--- src/hw/rtl/vsc_pkg.sv ---
// Shared types, codes and helpers for the viewport scroll clamp.
`timescale 1ns / 1ps
`default_nettype none

package vsc_pkg;

  // Default coordinate width; the block is built for 8 to 32 bits.
  localparam int COORD_BITS_DEF = 16;

  // Working width of the saturation helper, wider than any coordinate sum.
  localparam int SAT_W = 40;

  // Depth of the queue between front and back.
  localparam int QUEUE_DEPTH = 2;

  localparam int VIEW_W_RST = 320;
  localparam int VIEW_H_RST = 240;

  // Bits of the mode register.
  localparam int MODE_LIMIT_BIT  = 0;
  localparam int MODE_MARGIN_BIT = 1;
  localparam int MODE_CART_BIT   = 2;

  typedef enum logic [2:0] {
    CFG_MODE          = 3'd0,
    CFG_VIEW_W        = 3'd1,
    CFG_VIEW_H        = 3'd2,
    CFG_LIM_BASE      = 3'd3,
    CFG_LIMIT_SIZE    = 3'd4,
    CFG_MARGIN_ORIGIN = 3'd5,
    CFG_MARGIN_SIZE   = 3'd6
  } cfg_idx_e;

  typedef enum logic [1:0] {
    KIND_GOTO   = 2'd0,
    KIND_MOVE   = 2'd1,
    KIND_CENTER = 2'd2,
    KIND_RECT   = 2'd3
  } kind_e;

  // Operation left for the back end once the front has classified an item.
  typedef enum logic [1:0] {
    OP_ABS    = 2'd0,
    OP_REL    = 2'd1,
    OP_MARGIN = 2'd2
  } op_e;

  typedef struct packed {
    logic [2:0]  mode;
    logic [14:0] view_w;
    logic [14:0] view_h;
    logic [31:0] lim_base;
    logic [31:0] limit_size;
    logic [31:0] margin_origin;
    logic [31:0] margin_size;
  } cfg_t;

  // Saturate v to a signed value of cb bits.
  function automatic logic signed [SAT_W-1:0] sat_coord(input logic signed [SAT_W-1:0] v,
                                                        input int unsigned cb);
    logic signed [SAT_W-1:0] one;
    logic signed [SAT_W-1:0] hi;
    logic signed [SAT_W-1:0] lo;
    logic signed [SAT_W-1:0] r;
    one = SAT_W'(signed'(1));
    hi  = (one <<< (cb - 1)) - one;
    lo  = -hi - one;
    if (v > hi) begin
      r = hi;
    end else if (v < lo) begin
      r = lo;
    end else begin
      r = v;
    end
    return r;
  endfunction

endpackage

`default_nettype wire

--- src/hw/rtl/vsc_if.sv ---
// Valid/ready channel interfaces for command items and result items.
`timescale 1ns / 1ps
`default_nettype none

interface vsc_in_if;
  logic               valid;
  logic               ready;
  logic [1:0]         kind;
  logic signed [15:0] px;
  logic signed [15:0] py;
  logic [14:0]        rect_w;
  logic [14:0]        rect_h;

  modport source (output valid, kind, px, py, rect_w, rect_h, input ready);
  modport sink (input valid, kind, px, py, rect_w, rect_h, output ready);
endinterface

interface vsc_out_if #(
  parameter int COORD_BITS = vsc_pkg::COORD_BITS_DEF
);
  logic                    valid;
  logic                    ready;
  logic signed [COORD_BITS-1:0] origin_x;
  logic signed [COORD_BITS-1:0] origin_y;
  logic signed [COORD_BITS:0]   draw_y;

  modport source (output valid, origin_x, origin_y, draw_y, input ready);
  modport sink (input valid, origin_x, origin_y, draw_y, output ready);
endinterface

`default_nettype wire

--- src/hw/rtl/vsc_front.sv ---
// Front end: accepts command items and turns them into origin operations.
`timescale 1ns / 1ps
`default_nettype none

module vsc_front #(
  parameter int COORD_BITS = vsc_pkg::COORD_BITS_DEF,
  parameter int PW = (COORD_BITS > 16) ? COORD_BITS : 16
) (
  input  vsc_pkg::cfg_t          cfg_i,
  input  logic                   valid_i,
  output logic                   ready_o,
  input  logic [1:0]             kind_i,
  input  logic signed [15:0]     px_i,
  input  logic signed [15:0]     py_i,
  input  logic [14:0]            rect_w_i,
  input  logic [14:0]            rect_h_i,
  output logic                   push_valid_o,
  input  logic                   push_ready_i,
  output vsc_pkg::op_e           op_o,
  output logic signed [PW-1:0]   tx_o,
  output logic signed [PW-1:0]   ty_o
);
  import vsc_pkg::*;

  localparam int FW = PW + 2;

  logic signed [FW-1:0] px_w, py_w;
  logic signed [FW-1:0] midx_w, midy_w;
  logic signed [FW-1:0] cx_w, cy_w;
  logic signed [FW-1:0] offx_w, offy_w;
  logic                 margin_en;

  assign margin_en    = cfg_i.mode[MODE_MARGIN_BIT];
  assign push_valid_o = valid_i;
  assign ready_o      = push_ready_i;

  always_comb begin
    px_w   = FW'(px_i);
    py_w   = FW'(py_i);
    midx_w = px_w + signed'(FW'(rect_w_i >> 1));
    midy_w = py_w + signed'(FW'(rect_h_i >> 1));
    // Rectangle middle saturates before it is used as a point.
    if (kind_e'(kind_i) == KIND_RECT) begin
      cx_w = FW'(COORD_BITS'(sat_coord(SAT_W'(midx_w), COORD_BITS)));
      cy_w = FW'(COORD_BITS'(sat_coord(SAT_W'(midy_w), COORD_BITS)));
    end else begin
      cx_w = px_w;
      cy_w = py_w;
    end
    offx_w = cx_w - signed'(FW'(cfg_i.view_w >> 1));
    offy_w = cy_w - signed'(FW'(cfg_i.view_h >> 1));

    case (kind_e'(kind_i))
      KIND_GOTO: begin
        op_o = OP_ABS;
        tx_o = PW'(px_i);
        ty_o = PW'(py_i);
      end
      KIND_MOVE: begin
        op_o = OP_REL;
        tx_o = PW'(px_i);
        ty_o = PW'(py_i);
      end
      KIND_CENTER, KIND_RECT: begin
        if (margin_en) begin
          op_o = OP_MARGIN;
          tx_o = PW'(cx_w);
          ty_o = PW'(cy_w);
        end else begin
          op_o = OP_ABS;
          tx_o = PW'(COORD_BITS'(sat_coord(SAT_W'(offx_w), COORD_BITS)));
          ty_o = PW'(COORD_BITS'(sat_coord(SAT_W'(offy_w), COORD_BITS)));
        end
      end
      default: begin
        op_o = OP_ABS;
        tx_o = PW'(px_i);
        ty_o = PW'(py_i);
      end
    endcase
  end

endmodule

`default_nettype wire

--- src/hw/rtl/vsc_queue.sv ---
// Short FIFO that decouples the front end from the back end.
`timescale 1ns / 1ps
`default_nettype none

module vsc_queue #(
  parameter int DW = 34
) (
  input  logic          clk_i,
  input  logic          rst_ni,
  input  logic          push_valid_i,
  output logic          push_ready_o,
  input  logic [DW-1:0] push_data_i,
  output logic          pop_valid_o,
  input  logic          pop_ready_i,
  output logic [DW-1:0] pop_data_o
);
  import vsc_pkg::*;

  localparam int PTR_W = (QUEUE_DEPTH > 2) ? $clog2(QUEUE_DEPTH) : 1;
  localparam int CNT_W = $clog2(QUEUE_DEPTH + 1);

  logic [DW-1:0]    mem_q [QUEUE_DEPTH];
  logic [PTR_W-1:0] wr_ptr_q, wr_ptr_d;
  logic [PTR_W-1:0] rd_ptr_q, rd_ptr_d;
  logic [CNT_W-1:0] cnt_q, cnt_d;
  logic             push, pop;

  assign push_ready_o = (cnt_q != CNT_W'(QUEUE_DEPTH));
  assign pop_valid_o  = (cnt_q != '0);
  assign pop_data_o   = mem_q[rd_ptr_q];
  assign push         = push_valid_i && push_ready_o;
  assign pop          = pop_valid_o && pop_ready_i;

  always_comb begin
    wr_ptr_d = wr_ptr_q;
    rd_ptr_d = rd_ptr_q;
    cnt_d    = cnt_q;
    if (push) begin
      wr_ptr_d = (wr_ptr_q == PTR_W'(QUEUE_DEPTH - 1)) ? '0 : wr_ptr_q + 1'b1;
    end
    if (pop) begin
      rd_ptr_d = (rd_ptr_q == PTR_W'(QUEUE_DEPTH - 1)) ? '0 : rd_ptr_q + 1'b1;
    end
    if (push && !pop) begin
      cnt_d = cnt_q + 1'b1;
    end else if (pop && !push) begin
      cnt_d = cnt_q - 1'b1;
    end
  end

  always_ff @(posedge clk_i or negedge rst_ni) begin
    if (!rst_ni) begin
      wr_ptr_q <= '0;
      rd_ptr_q <= '0;
      cnt_q    <= '0;
    end else begin
      wr_ptr_q <= wr_ptr_d;
      rd_ptr_q <= rd_ptr_d;
      cnt_q    <= cnt_d;
    end
  end

  always_ff @(posedge clk_i) begin
    if (push) begin
      mem_q[wr_ptr_q] <= push_data_i;
    end
  end

  a_cnt_bound: assert property (@(posedge clk_i) disable iff (!rst_ni)
    cnt_q <= CNT_W'(QUEUE_DEPTH))
    else $error("queue fill count above depth");

  a_cnt_push: assert property (@(posedge clk_i) disable iff (!rst_ni)
    (push && !pop) |=> (cnt_q == $past(cnt_q) + 1'b1))
    else $error("queue fill count missed a push");

endmodule

`default_nettype wire

--- src/hw/rtl/vsc_back.sv ---
// Back end: holds the view origin, applies dead zone and limits, drives results.
`timescale 1ns / 1ps
`default_nettype none

module vsc_back #(
  parameter int COORD_BITS = vsc_pkg::COORD_BITS_DEF,
  parameter int PW = (COORD_BITS > 16) ? COORD_BITS : 16
) (
  input  logic                         clk_i,
  input  logic                         rst_ni,
  input  vsc_pkg::cfg_t                cfg_i,
  input  logic                         q_valid_i,
  output logic                         q_ready_o,
  input  vsc_pkg::op_e                 op_i,
  input  logic signed [PW-1:0]         tx_i,
  input  logic signed [PW-1:0]         ty_i,
  output logic                         out_valid_o,
  input  logic                         out_ready_i,
  output logic signed [COORD_BITS-1:0] origin_x_o,
  output logic signed [COORD_BITS-1:0] origin_y_o,
  output logic signed [COORD_BITS:0]   draw_y_o
);
  import vsc_pkg::*;

  localparam int BW = ((COORD_BITS > 18) ? COORD_BITS : 18) + 3;

  logic signed [COORD_BITS-1:0] org_x_q, org_y_q, nxt_x, nxt_y;
  logic signed [COORD_BITS:0]   draw_y_q, draw_y_d;
  logic                         out_valid_q;
  logic                         pop, hold;

  logic signed [BW-1:0] ox, oy, txe, tye, rx, ry, dx, dy;
  logic signed [BW-1:0] pre_x, pre_y, p_x, p_y, fin_x, fin_y, dyw;

  function automatic logic signed [BW-1:0] sat_b(input logic signed [BW-1:0] v);
    return BW'(sat_coord(SAT_W'(v), COORD_BITS));
  endfunction

  // Distance of v outside [lo, lo + len]; edges count as inside.
  function automatic logic signed [BW-1:0] outside_f(input logic signed [BW-1:0] v,
                                                     input logic signed [BW-1:0] lo,
                                                     input logic signed [BW-1:0] len);
    logic signed [BW-1:0] hi;
    logic signed [BW-1:0] r;
    hi = lo + len;
    if (v < lo) begin
      r = v - lo;
    end else if (v > hi) begin
      r = v - hi;
    end else begin
      r = '0;
    end
    return r;
  endfunction

  function automatic logic signed [BW-1:0] clamp_f(input logic signed [BW-1:0] view,
                                                   input logic signed [BW-1:0] lo,
                                                   input logic signed [BW-1:0] len,
                                                   input logic signed [BW-1:0] pos);
    logic signed [BW-1:0] d;
    logic signed [BW-1:0] r;
    d = len - view;
    if (view <= len) begin
      if (pos < lo) begin
        r = lo;
      end else if (pos + view > lo + len) begin
        r = lo + d;
      end else begin
        r = pos;
      end
    end else begin
      // d is negative here: round the half toward zero.
      r = lo + ((d + BW'(signed'(1))) >>> 1);
    end
    return r;
  endfunction

  assign q_ready_o   = !out_valid_q || out_ready_i;
  assign pop         = q_valid_i && q_ready_o;
  assign out_valid_o = out_valid_q;
  assign origin_x_o  = org_x_q;
  assign origin_y_o  = org_y_q;
  assign draw_y_o    = draw_y_q;

  always_comb begin
    ox  = BW'(org_x_q);
    oy  = BW'(org_y_q);
    txe = BW'(tx_i);
    tye = BW'(ty_i);
    rx  = sat_b(txe - ox);
    ry  = sat_b(tye - oy);
    dx  = outside_f(rx, BW'(signed'(cfg_i.margin_origin[15:0])),
                    signed'(BW'(cfg_i.margin_size[15:0])));
    dy  = outside_f(ry, BW'(signed'(cfg_i.margin_origin[31:16])),
                    signed'(BW'(cfg_i.margin_size[31:16])));

    case (op_i)
      OP_ABS: begin
        pre_x = txe;
        pre_y = tye;
      end
      OP_REL: begin
        pre_x = ox + txe;
        pre_y = oy + tye;
      end
      OP_MARGIN: begin
        pre_x = ox + dx;
        pre_y = oy + dy;
      end
      default: begin
        pre_x = txe;
        pre_y = tye;
      end
    endcase

    // Point inside the dead zone: leave the origin alone, skip the clamp.
    hold = (op_i == OP_MARGIN) && (dx == '0) && (dy == '0);

    p_x = sat_b(pre_x);
    p_y = sat_b(pre_y);
    if (cfg_i.mode[MODE_LIMIT_BIT]) begin
      fin_x = sat_b(clamp_f(signed'(BW'(cfg_i.view_w)),
                            BW'(signed'(cfg_i.lim_base[15:0])),
                            signed'(BW'(cfg_i.limit_size[15:0])), p_x));
      fin_y = sat_b(clamp_f(signed'(BW'(cfg_i.view_h)),
                            BW'(signed'(cfg_i.lim_base[31:16])),
                            signed'(BW'(cfg_i.limit_size[31:16])), p_y));
    end else begin
      fin_x = p_x;
      fin_y = p_y;
    end

    nxt_x = hold ? org_x_q : COORD_BITS'(fin_x);
    nxt_y = hold ? org_y_q : COORD_BITS'(fin_y);

    if (cfg_i.mode[MODE_CART_BIT]) begin
      dyw = -BW'(nxt_y) - signed'(BW'(cfg_i.view_h));
    end else begin
      dyw = BW'(nxt_y);
    end
    draw_y_d = (COORD_BITS + 1)'(dyw);
  end

  always_ff @(posedge clk_i or negedge rst_ni) begin
    if (!rst_ni) begin
      out_valid_q <= 1'b0;
      org_x_q     <= '0;
      org_y_q     <= '0;
    end else begin
      if (q_ready_o) begin
        out_valid_q <= q_valid_i;
      end
      if (pop) begin
        org_x_q <= nxt_x;
        org_y_q <= nxt_y;
      end
    end
  end

  always_ff @(posedge clk_i) begin
    if (pop) begin
      draw_y_q <= draw_y_d;
    end
  end

  a_hold_origin: assert property (@(posedge clk_i) disable iff (!rst_ni)
    (pop && hold) |=> ($stable(org_x_q) && $stable(org_y_q)))
    else $error("origin moved for a point inside the dead zone");

  a_stall_keeps: assert property (@(posedge clk_i) disable iff (!rst_ni)
    (out_valid_q && !out_ready_i) |=>
      (out_valid_q && $stable(org_x_q) && $stable(org_y_q) && $stable(draw_y_q)))
    else $error("result or origin changed while the receiver stalled");

endmodule

`default_nettype wire

--- src/hw/rtl/viewport_scroll_clamp.sv ---
// Top level of the viewport scroll clamp: config registers, front, queue, back.
//
// Usage: commands arrive as items on in_i (go to, move by, center on a point,
// center on a rectangle). Each command yields exactly one result item on out_o
// carrying the new view origin and the draw offset y.
// Configuration registers are written through cfg_we_i / cfg_idx_i / cfg_data_i;
// the user must do so only while no command is in flight, as the block does not
// enforce it. Indexes past the last register are ignored. With the queue empty,
// a command passes the queue entry and then the result register before its
// result can be taken.
// Throughput: one command per cycle while out_o.ready is high, set by the origin
// update in the back end, which feeds the origin register back into the next command.
// Stalls: the result register holds while out_o.ready is low; the two-entry
// queue keeps taking commands until it fills, then in_i.ready drops.
// Reset: origin goes to (0, 0), mode to 0, view to 320x240, all rectangles to 0;
// the queue and result register are emptied.
`timescale 1ns / 1ps
`default_nettype none

module viewport_scroll_clamp #(
  parameter int COORD_BITS = vsc_pkg::COORD_BITS_DEF
) (
  input  logic        clk_i,
  input  logic        rst_ni,
  input  logic        cfg_we_i,
  input  logic [2:0]  cfg_idx_i,
  input  logic [31:0] cfg_data_i,
  vsc_in_if.sink      in_i,
  vsc_out_if.source   out_o
);
  import vsc_pkg::*;

  localparam int PW = (COORD_BITS > 16) ? COORD_BITS : 16;
  localparam int DW = 2 + 2 * PW;

  cfg_t cfg_q, cfg_d;

  logic                 f_valid, f_ready;
  op_e                  f_op;
  logic signed [PW-1:0] f_tx, f_ty;
  logic [DW-1:0]        push_data, pop_data;
  logic                 q_valid, q_ready;
  logic signed [COORD_BITS-1:0] res_x, res_y;
  logic signed [COORD_BITS:0]   res_dy;

  always_comb begin
    cfg_d = cfg_q;
    if (cfg_we_i) begin
      case (cfg_idx_e'(cfg_idx_i))
        CFG_MODE:          cfg_d.mode          = cfg_data_i[2:0];
        CFG_VIEW_W:        cfg_d.view_w        = cfg_data_i[14:0];
        CFG_VIEW_H:        cfg_d.view_h        = cfg_data_i[14:0];
        CFG_LIM_BASE:      cfg_d.lim_base      = cfg_data_i;
        CFG_LIMIT_SIZE:    cfg_d.limit_size    = cfg_data_i;
        CFG_MARGIN_ORIGIN: cfg_d.margin_origin = cfg_data_i;
        CFG_MARGIN_SIZE:   cfg_d.margin_size   = cfg_data_i;
        default: ;
      endcase
    end
  end

  always_ff @(posedge clk_i or negedge rst_ni) begin
    if (!rst_ni) begin
      cfg_q.mode          <= '0;
      cfg_q.view_w        <= 15'(VIEW_W_RST);
      cfg_q.view_h        <= 15'(VIEW_H_RST);
      cfg_q.lim_base      <= '0;
      cfg_q.limit_size    <= '0;
      cfg_q.margin_origin <= '0;
      cfg_q.margin_size   <= '0;
    end else begin
      cfg_q <= cfg_d;
    end
  end

  vsc_front #(
    .COORD_BITS (COORD_BITS),
    .PW         (PW)
  ) u_front (
    .cfg_i        (cfg_q),
    .valid_i      (in_i.valid),
    .ready_o      (in_i.ready),
    .kind_i       (in_i.kind),
    .px_i         (in_i.px),
    .py_i         (in_i.py),
    .rect_w_i     (in_i.rect_w),
    .rect_h_i     (in_i.rect_h),
    .push_valid_o (f_valid),
    .push_ready_i (f_ready),
    .op_o         (f_op),
    .tx_o         (f_tx),
    .ty_o         (f_ty)
  );

  assign push_data = {f_op, f_tx, f_ty};

  vsc_queue #(
    .DW (DW)
  ) u_queue (
    .clk_i        (clk_i),
    .rst_ni       (rst_ni),
    .push_valid_i (f_valid),
    .push_ready_o (f_ready),
    .push_data_i  (push_data),
    .pop_valid_o  (q_valid),
    .pop_ready_i  (q_ready),
    .pop_data_o   (pop_data)
  );

  vsc_back #(
    .COORD_BITS (COORD_BITS),
    .PW         (PW)
  ) u_back (
    .clk_i       (clk_i),
    .rst_ni      (rst_ni),
    .cfg_i       (cfg_q),
    .q_valid_i   (q_valid),
    .q_ready_o   (q_ready),
    .op_i        (op_e'(pop_data[DW-1 -: 2])),
    .tx_i        (signed'(pop_data[2*PW-1 -: PW])),
    .ty_i        (signed'(pop_data[PW-1:0])),
    .out_valid_o (out_o.valid),
    .out_ready_i (out_o.ready),
    .origin_x_o  (res_x),
    .origin_y_o  (res_y),
    .draw_y_o    (res_dy)
  );

  assign out_o.origin_x = res_x;
  assign out_o.origin_y = res_y;
  assign out_o.draw_y   = res_dy;

endmodule

`default_nettype wire
--- src/flat_wrapper.sv ---
// flat-port wrapper written by rule: the top's interface ports become plain ports
module viewport_scroll_clamp_flat import vsc_pkg::*;
#(
  parameter int COORD_BITS = vsc_pkg::COORD_BITS_DEF
)
  (clk_i, rst_ni, cfg_we_i, cfg_idx_i, cfg_data_i, in_i_valid, in_i_kind, in_i_px, in_i_py, in_i_rect_w, in_i_rect_h, in_i_ready, out_o_valid, out_o_origin_x, out_o_origin_y, out_o_draw_y, out_o_ready);
  vsc_in_if in_i_i ();
  vsc_out_if #(.COORD_BITS(COORD_BITS)) out_o_i ();
  input  logic clk_i;
  input  logic rst_ni;
  input  logic cfg_we_i;
  input  logic [2:0] cfg_idx_i;
  input  logic [31:0] cfg_data_i;
  input wire logic [$bits(in_i_i.valid)-1:0] in_i_valid;
  input wire logic [$bits(in_i_i.kind)-1:0] in_i_kind;
  input wire logic [$bits(in_i_i.px)-1:0] in_i_px;
  input wire logic [$bits(in_i_i.py)-1:0] in_i_py;
  input wire logic [$bits(in_i_i.rect_w)-1:0] in_i_rect_w;
  input wire logic [$bits(in_i_i.rect_h)-1:0] in_i_rect_h;
  output wire logic [$bits(in_i_i.ready)-1:0] in_i_ready;
  output wire logic [$bits(out_o_i.valid)-1:0] out_o_valid;
  output wire logic [$bits(out_o_i.origin_x)-1:0] out_o_origin_x;
  output wire logic [$bits(out_o_i.origin_y)-1:0] out_o_origin_y;
  output wire logic [$bits(out_o_i.draw_y)-1:0] out_o_draw_y;
  input wire logic [$bits(out_o_i.ready)-1:0] out_o_ready;
  assign in_i_i.valid = in_i_valid;
  assign in_i_i.kind = in_i_kind;
  assign in_i_i.px = in_i_px;
  assign in_i_i.py = in_i_py;
  assign in_i_i.rect_w = in_i_rect_w;
  assign in_i_i.rect_h = in_i_rect_h;
  assign in_i_ready = in_i_i.ready;
  assign out_o_valid = out_o_i.valid;
  assign out_o_origin_x = out_o_i.origin_x;
  assign out_o_origin_y = out_o_i.origin_y;
  assign out_o_draw_y = out_o_i.draw_y;
  assign out_o_i.ready = out_o_ready;
  viewport_scroll_clamp #(.COORD_BITS(COORD_BITS)) u_core (.clk_i(clk_i), .rst_ni(rst_ni), .cfg_we_i(cfg_we_i), .cfg_idx_i(cfg_idx_i), .cfg_data_i(cfg_data_i), .in_i(in_i_i), .out_o(out_o_i));
endmodule
--- config.mk ---
export PLATFORM = sky130hd
export DESIGN_NAME = viewport_scroll_clamp_flat
export DESIGN_NICKNAME = d
export VERILOG_FILES = /design/src/hw/rtl/vsc_pkg.sv /design/src/hw/rtl/vsc_if.sv /design/src/hw/rtl/vsc_front.sv /design/src/hw/rtl/vsc_queue.sv /design/src/hw/rtl/vsc_back.sv /design/src/hw/rtl/viewport_scroll_clamp.sv /design/src/flat_wrapper.sv
export SDC_FILE = /design/constraint.sdc
export NUM_CORES = 2
export LEC_CHECK = 0
export BUFFER_PORTS_ARGS = -buffer_cell sky130_fd_sc_hd__buf_2
export CAP_MARGIN = 10
export CORE_MARGIN = 2
export CORE_UTILIZATION = 40
export DETAILED_ROUTE_END_ITERATION = 6
export PLACE_DENSITY_LB_ADDON = 0.1
export SKIP_LAST_GASP = 1
export SLEW_MARGIN = 20
export SYNTH_ARGS = -nofsm -noshare
export SYNTH_HDL_FRONTEND = slang
export SYNTH_SLANG_ARGS = --single-unit
export TNS_END_PERCENT = 5
--- constraint.sdc ---
create_clock -name clk_i -period 18.5 [get_ports clk_i]
set_clock_uncertainty 0.05 [all_clocks]
set_input_delay 3.7 -clock clk_i [delete_from_list [all_inputs] [get_ports clk_i]]
set_output_delay 3.7 -clock clk_i [all_outputs]
set_load 0.005 [all_outputs]
After elaboration in Yosys (flattened, before gate mapping)
Memory sizes are Yosys's and may differ from the RTL's.
Cells that the tools add are included.

storage, ports and cells
  register bits = 215
  RAM bits = 68
  input port bits = 104
  output and inout bits = 51
  word-level logic and storage cells = 170
  memories kept = 1

cells by class
  add/sub/neg operators = 34
  magnitude comparators = 30
  eq/ne operators = 12
  multiplexer cells = 52
  bitwise logic cells = 1
  reduce and logical (&&, ||, !) cells = 26

memories
  memory                depth  bits a word  read ports  clocked after Yosys merged registers in  wr ports  line             text
  u_core.u_queue.mem_q  2      34           1           0                                        1         vsc_queue.sv:22  logic [DW-1:0] mem_q [QUEUE_DEPTH];

operators with widths
  cell                                                                     count
  21-bit two-way mux                                                       20
  16-bit two-way mux                                                       17
  16-bit by 17-bit adder with 18-bit output                                8
  21-bit by 16-bit > comparator with 1-bit output (second input constant)  4
  21-bit by 18-bit > comparator with 1-bit output                          4
  21-bit by 16-bit < comparator with 1-bit output                          4
  21-bit by 16-bit < comparator with 1-bit output (second input constant)  4
  21-bit case mux with 2 select lines                                      2
  17-bit by 16-bit > comparator with 1-bit output (second input constant)  4
  17-bit by 16-bit < comparator with 1-bit output (second input constant)  4
  16-bit case mux with 2 select lines                                      2
  16-bit by 21-bit adder with 21-bit output                                2
  21-bit by 16-bit adder with 21-bit output                                2
  21-bit zero test                                                         2
  21-bit by 16-bit subtractor with 21-bit output                           2
  21-bit by 18-bit subtractor with 21-bit output                           2
  17-bit by 2-bit adder with 18-bit output (second input constant)         2
  18-bit by 16-bit > comparator with 1-bit output (second input constant)  2
  18-bit by 16-bit < comparator with 1-bit output (second input constant)  2
  18-bit two-way mux                                                       2
  18-bit by 15-bit subtractor with 18-bit output                           2
  16-bit by 15-bit adder with 17-bit output                                2
  16-bit by 16-bit adder with 17-bit output                                2
  16-bit by 15-bit subtractor with 17-bit output                           2
  26 further kinds                                                         56

Logic depth before layout (Yosys ltp)
An unclocked memory read counts as a cell.

  depth after elaboration = 27
  depth in mapped cells = 96
  gate-level depth less buffers = 92

By module
A second synthesis with hierarchy kept.

second synthesis, totals
  cells, all modules = 4607
  area total of the unflattened synthesis = 38375.6 um^2

by module, submodules not included
  module                 instances  cells an instance  area each (um^2)  sequential area each (um^2)
  vsc_back               1          3562               25587.0           1336.3
  viewport_scroll_clamp  1          347                6043.3            4036.4
  vsc_front              1          574                3946.3            0.0
  vsc_queue              1          124                2798.9            2142.1

Worst setup path before layout
No wires, ideal clock.

  path type = register to register
  start = register u_core.u_queue.rd_ptr_q
  end = register u_core.u_back.draw_y_q[15], in the netlist u_core.u_back.draw_y_o[15] (data pin)
  library setup time = 260 ps
  data arrival time = 17989 ps
  required time = 18190 ps
  slack = 201 ps
  stages on the path, launching flop included = 95
  period minus slack after synthesis = 18299 ps
  path through = dfrtp_1 > clkbuf_1 > buf_1 > buf_1 > mux2i_1 > inv_1 > ha_1 > nor2b_1 > o21ai_0 > a21boi_0 > o21ai_0 > a21oi_1 > o21ai_0 > a21oi_1 > o21ai_0 > a21oi_1 > a31oi_1 > or4b_2 > (+59 left out) > inv_1 > ha_1 > inv_1 > fa_1 > nor2b_1 > o21ai_0 > a21boi_0 > o21ai_0 > a21boi_0 > o21ai_0 > a21oi_1 > o21ai_0 > nand2b_1 > a21o_1 > a21oi_1 > o21ai_0 > xor2_1 > mux2_2

between the ends
  longest elaborated chain between the ends = 27
  elaborated cells between the ends (all ways) = 52
  classes of those cells = 11 x add/sub; 14 x order compare; 2 x eq/ne; 20 x mux; 4 x reduce/logical; 1 x memory

ends and longest elaborated chain
  item                                                                                                                      line                            text
  start: declaration                                                                                                        vsc_queue.sv:24                 logic [PTR_W-1:0] rd_ptr_q, rd_ptr_d;
  start signal: assignment                                                                                                  vsc_queue.sv:58                 rd_ptr_q <= rd_ptr_d;
  memory 2 x 34 bit (*)                                                                                                     -
  16-bit by 16-bit subtractor with 17-bit output                                                                            vsc_back.sv:91                  ry = sat_b(tye - oy);
  17-bit by 16-bit < comparator with 1-bit output                                                                           vsc_pkg.sv:70                   end else if (v < lo) begin
  21-bit two-way mux                                                                                                        vsc_pkg.sv:70
  21-bit two-way mux                                                                                                        vsc_pkg.sv:68                   if (v > hi) begin
  21-bit by 18-bit subtractor with 21-bit output / 21-bit by 18-bit > comparator with 1-bit output (equally long branches)  vsc_back.sv:49, vsc_back.sv:48
  21-bit two-way mux                                                                                                        vsc_back.sv:48                  end else if (v > hi) begin
  21-bit two-way mux                                                                                                        vsc_back.sv:46                  if (v < lo) begin
  (+13 left out)                                                                                                            -
  16-bit two-way mux                                                                                                        vsc_pkg.sv:68
  16-bit two-way mux                                                                                                        vsc_back.sv:121                 if (cfg_i.mode[MODE_LIMIT_BIT]) begin
  16-bit two-way mux (*)                                                                                                    vsc_back.sv:134                 nxt_y = hold ? org_y_q : COORD_BITS'(fin_y);
  via u_core.u_back.nxt_y[1]                                                                                                vsc_back.sv:27                  logic signed [COORD_BITS-1:0] org_x_q, org_y_q, nxt_x, nxt_y;
  16-bit negator with 17-bit output (*)                                                                                     vsc_back.sv:137                 dyw = -BW'(nxt_y) - signed'(BW'(cfg_i.view_h));
  17-bit by 16-bit subtractor with 17-bit output (*)                                                                        vsc_back.sv:137
  17-bit two-way mux (*)                                                                                                    vsc_back.sv:136                 if (cfg_i.mode[MODE_CART_BIT]) begin
  via u_core.u_back.dyw[15]                                                                                                 vsc_back.sv:33                  logic signed [BW-1:0] pre_x, pre_y, p_x, p_y, fin_x, fin_y, dyw;
  end signal: assignment                                                                                                    vsc_back.sv:162                 draw_y_q <= draw_y_d;
  end: declaration                                                                                                          vsc_back.sv:28                  logic signed [COORD_BITS:0] draw_y_q, draw_y_d;

Mark *: on every way through the listed nets, which the timed path passes. The rest lies on a longest branch. The select of a mux whose other input is x is not followed.
A chain may end at the register's enable or synchronous reset.

Worst setup path after layout
  start = register u_core.u_queue.rd_ptr_q
  end = register u_core.u_back.draw_y_q[15], in the netlist u_core.u_back.draw_y_o[15] (data pin)

between the ends
  longest elaborated chain between the ends = 27
  elaborated cells between the ends (all ways) = 52
  classes of those cells = 11 x add/sub; 14 x order compare; 2 x eq/ne; 20 x mux; 4 x reduce/logical; 1 x memory

ends and longest elaborated chain
  item                                                                                                                      line
  memory 2 x 34 bit (*)                                                                                                     -
  16-bit by 16-bit subtractor with 17-bit output                                                                            vsc_back.sv:91
  17-bit by 16-bit < comparator with 1-bit output                                                                           vsc_pkg.sv:70
  21-bit two-way mux                                                                                                        vsc_pkg.sv:70
  21-bit two-way mux                                                                                                        vsc_pkg.sv:68
  21-bit by 18-bit subtractor with 21-bit output / 21-bit by 18-bit > comparator with 1-bit output (equally long branches)  vsc_back.sv:49, vsc_back.sv:48
  21-bit two-way mux                                                                                                        vsc_back.sv:48
  21-bit two-way mux                                                                                                        vsc_back.sv:46
  (+12 left out)                                                                                                            -
  16-bit two-way mux                                                                                                        vsc_pkg.sv:70
  16-bit two-way mux                                                                                                        vsc_pkg.sv:68
  16-bit two-way mux                                                                                                        vsc_back.sv:121
  16-bit two-way mux (*)                                                                                                    vsc_back.sv:134
  16-bit negator with 17-bit output                                                                                         vsc_back.sv:137
  17-bit by 16-bit subtractor with 17-bit output                                                                            vsc_back.sv:137
  17-bit two-way mux (*)                                                                                                    vsc_back.sv:136
  via u_core.u_back.dyw[15]                                                                                                 vsc_back.sv:33

Marks and branches as above.

==> flow_metrics.tcl <==
set metrics [dict create \
    antenna_left 0 \
    final_max_slew_viol_count 0 \
    cp.required_ns 18.78 \
    drc_errors 0 \
    crit_type "reg2reg" \
    clockBufferDepth 3 \
    r2r_start "u_core.u_queue.rd_ptr_q$_DFFE_PN0P_" \
    numClockSinks 283 \
    worstHoldStart "u_core.cfg_q[16]$_DFFE_PN0P_" \
    numCtsBuffers 37 \
    critPathArrivalTime_ns 17.97 \
    ff2ff_setup_slack_ns 0.81 \
    layout-drive-gt1-share 0.198 \
    max_stage_delay_ns 0.51 \
    yosysTopAreaCellShare 0.182 \
    cp-endpoint "u_core.u_back.draw_y_o[15]$_DFFE_PP_" \
    nFillCells 9468 \
    outcome "complete, no violations" \
    synth_cell_type_count 109 \
    yosys-top-cells-area "ha_1 18%, dfrtp_1 13%, edfxtp_1 6.7%, xnor2_1 5.8%, a21oi_1 4.9%" \
    synth_top_area_cell "ha_1" \
    synthesis.area_um2 37800 \
    cp_num_buf_inv 17 \
    cp_max_fo 6 \
    start_kind "register" \
    vias 35978 \
    wl_per_cell_um 21.3 \
    synth_edf_count 85 \
    overflow 0 \
    fin_nets 5793 \
    r2r_end "u_core.u_back.draw_y_o[15]$_DFFE_PP_" \
    post-route-period-util 0.956 \
    grt_pass1_wl_mm 205 \
    cts_tree "yes" \
    io_pins 155 \
    async_flop_share 0.700 \
    initial_core_util 0.404 \
    hold_class "reg2reg" \
    grt_pass1_vias 34539 \
    min_period_ns 17.69 \
    antenna_found_initial 15 \
    cts_root_buffer "clkbuf_16" \
    cp-end-kind "register" \
    clkTransAtPathRegs_ns 0.05 \
    critical_path.slowest_cell "or3b_2" \
    synth_cells 4585 \
    first_pass_iters 6 \
    critPathLaunch "u_core.u_queue.rd_ptr_q$_DFFE_PN0P_" \
    timing.hold.ws_ns 0.463 \
    die_w_um 312 \
    yosysWarnings 0 \
    slew_headroom 0.290 \
    timing.fmax_mhz 56.5 \
    cp_num_cells 100 \
    synthFlopType "dfrtp_1" \
    core-area_um2 93600 \
    crit_family "compound AO/OA/AOI/OAI gates" \
    grt_usage 0.273 \
    ff_latch_area_um2 7520 \
    syn_nets 5268 \
    die_h_um 312 \
    cap_violations 0 \
    worstMarginPinSlew_ns 1.06 \
    vias_per_cell 5.62 \
    syn_area_per_cell_um2 8.25 \
    finalSetupViolCount 0 \
    yosysSeqAreaShare 0.199 \
    htreeDepth 2 \
    rsz0062_at_grt "yes" \
    drtIter0Drc 2672 \
    hpwlAfterDp_mm 113 \
    rows 112 \
    synth_most_common_cell "ha_1" \
    gp_congestion 0.944 \
    hold_viol 0 \
    ys_seq_elements 283 \
    totalWireLength_mm 136 \
    crit_top_cell "buf_4" \
    numPortBuffers 152 \
    multiInputGateArea_um2 28800 \
    netlist_top_cells_count "552 x ha_1, 384 x inv_1, 372 x a21oi_1" \
    grt_max_degree 85 \
    die_area_um2 97100 \
    area_growth_pct 18.6 \
    clk_latency_ns 0.60 \
    ff2ff_path_depth 100 \
    hold_buffers 0 \
]
metrics by stage:
step	setup TNS [ns]	instances	setup slack, ns	instance area, um2	utilization
finish	0	6403	0.813	44900	0.479
global route	-0.198	6394	-0.0749	44800	0.479
CTS	0	6383	0.00430	44400	0.475
detailed placement	-7.39	6311	-1.19	43100	0.461
global placement	-7.00	6311	-1.12	43100	0.461
floorplan	0	4585	0.201	37800	-
layout by cell type, fill, tap and decap left out, types with 19 or more instances in the layout:
master,instances
a31oi_1,44
o31ai_1,28
nand2_1,285
nor2_1,295
xnor2_1,251
nor3_1,96
o211ai_1,32
o21a_1,47
mux2i_1,21
clkbuf_16,38
mux2_2,154
nand3_1,82
and3_1,45
buf_4,464
dfrtp_1,191
nand2b_1,58
fa_1,24
a21oi_1,346
or3_1,39
a21o_1,143
buf_2,151
nor2b_1,61
o22ai_1,54
ha_1,549
a21boi_0,27
o21bai_1,76
o21ai_2,19
nand3b_1,35
o21ai_1,33
and2_1,29
a211oi_1,40
a21oi_2,27
edfxtp_1,85
or2_2,20
inv_1,383
xor2_1,107
a221oi_1,38
o21ai_0,277
nand4_1,41
sequential cells by signal, indices dropped and copies added (netlist names):
| register | flops |
|---|---|
| u_core.u_back.origin_x_o | 16 |
| u_core.cfg_q | 161 |
| u_core.u_queue.cnt_q | 2 |
| u_core.u_back.draw_y_o | 17 |
| u_core.u_back.out_valid_o | 1 |
| u_core.u_queue.rd_ptr_q | 1 |
| u_core.u_queue.wr_ptr_q | 1 |
| u_core.u_back.origin_y_o | 16 |
| u_core.u_queue.mem_q | 68 |
how the worst min path moves through the flow:
stage | to | depth (start not counted)
3_5_place_dp | u_core.cfg_q[5]$_DFFE_PN0P_ | 1
2_1_floorplan | u_core.u_queue.wr_ptr_q$_DFFE_PN0P_ | 1
5_1_grt | u_core.cfg_q[3]$_DFFE_PN0P_ | 1
4_1_cts | u_core.cfg_q[14]$_DFFE_PN0P_ | 1
3_3_place_gp | u_core.u_queue.cnt_q[1]$_DFFE_PN0P_ | 1
6_report | u_core.cfg_q[16]$_DFFE_PN0P_ | 1
cell type report:
type                            instances  area share
Tap cell                             1254      0.0350
Clock inverter                         15     0.00323
Inverter                              387      0.0324
Multi-Input combinational cell       3780       0.641
Timing Repair Buffer                  621      0.0967
Clock buffer                           52      0.0235
Sequential cell                       283       0.168
Antenna cell                           11    0.000614
repair_timing:
| action | CTS | global route |
|---|---|---|
| gates resized for setup | 35 | 90 |
| endpoints found under the setup margin | 11 | 28 |
| buffers inserted | 5 | 9 |
| pin swaps | 13 | 46 |
| hold endpoints to repair | 0 | 0 |
metal layers:
metal	global-route usage	vias to the layer above	wire length (um)
li1	-	17931	-
met4	0.0747	6	3700
met1	0.399	16975	67200
met2	0.417	927	57400
met5	0	-	38
met3	0.0400	139	8040
cells by family after synthesis:
family                     share of synthesized area
AOI/OAI and AO/OA                              0.263
buffers and inverters                         0.0530
and+or+nand+nor                                0.152
DFF                                            0.199
adders and majority gates                      0.197
xor gates and xnor gates                      0.0845
muxes                                         0.0518
Power is left out: the tool's default activity adds up to more than one toggle a clock period on the data nets, which glitch-free logic cannot reach.
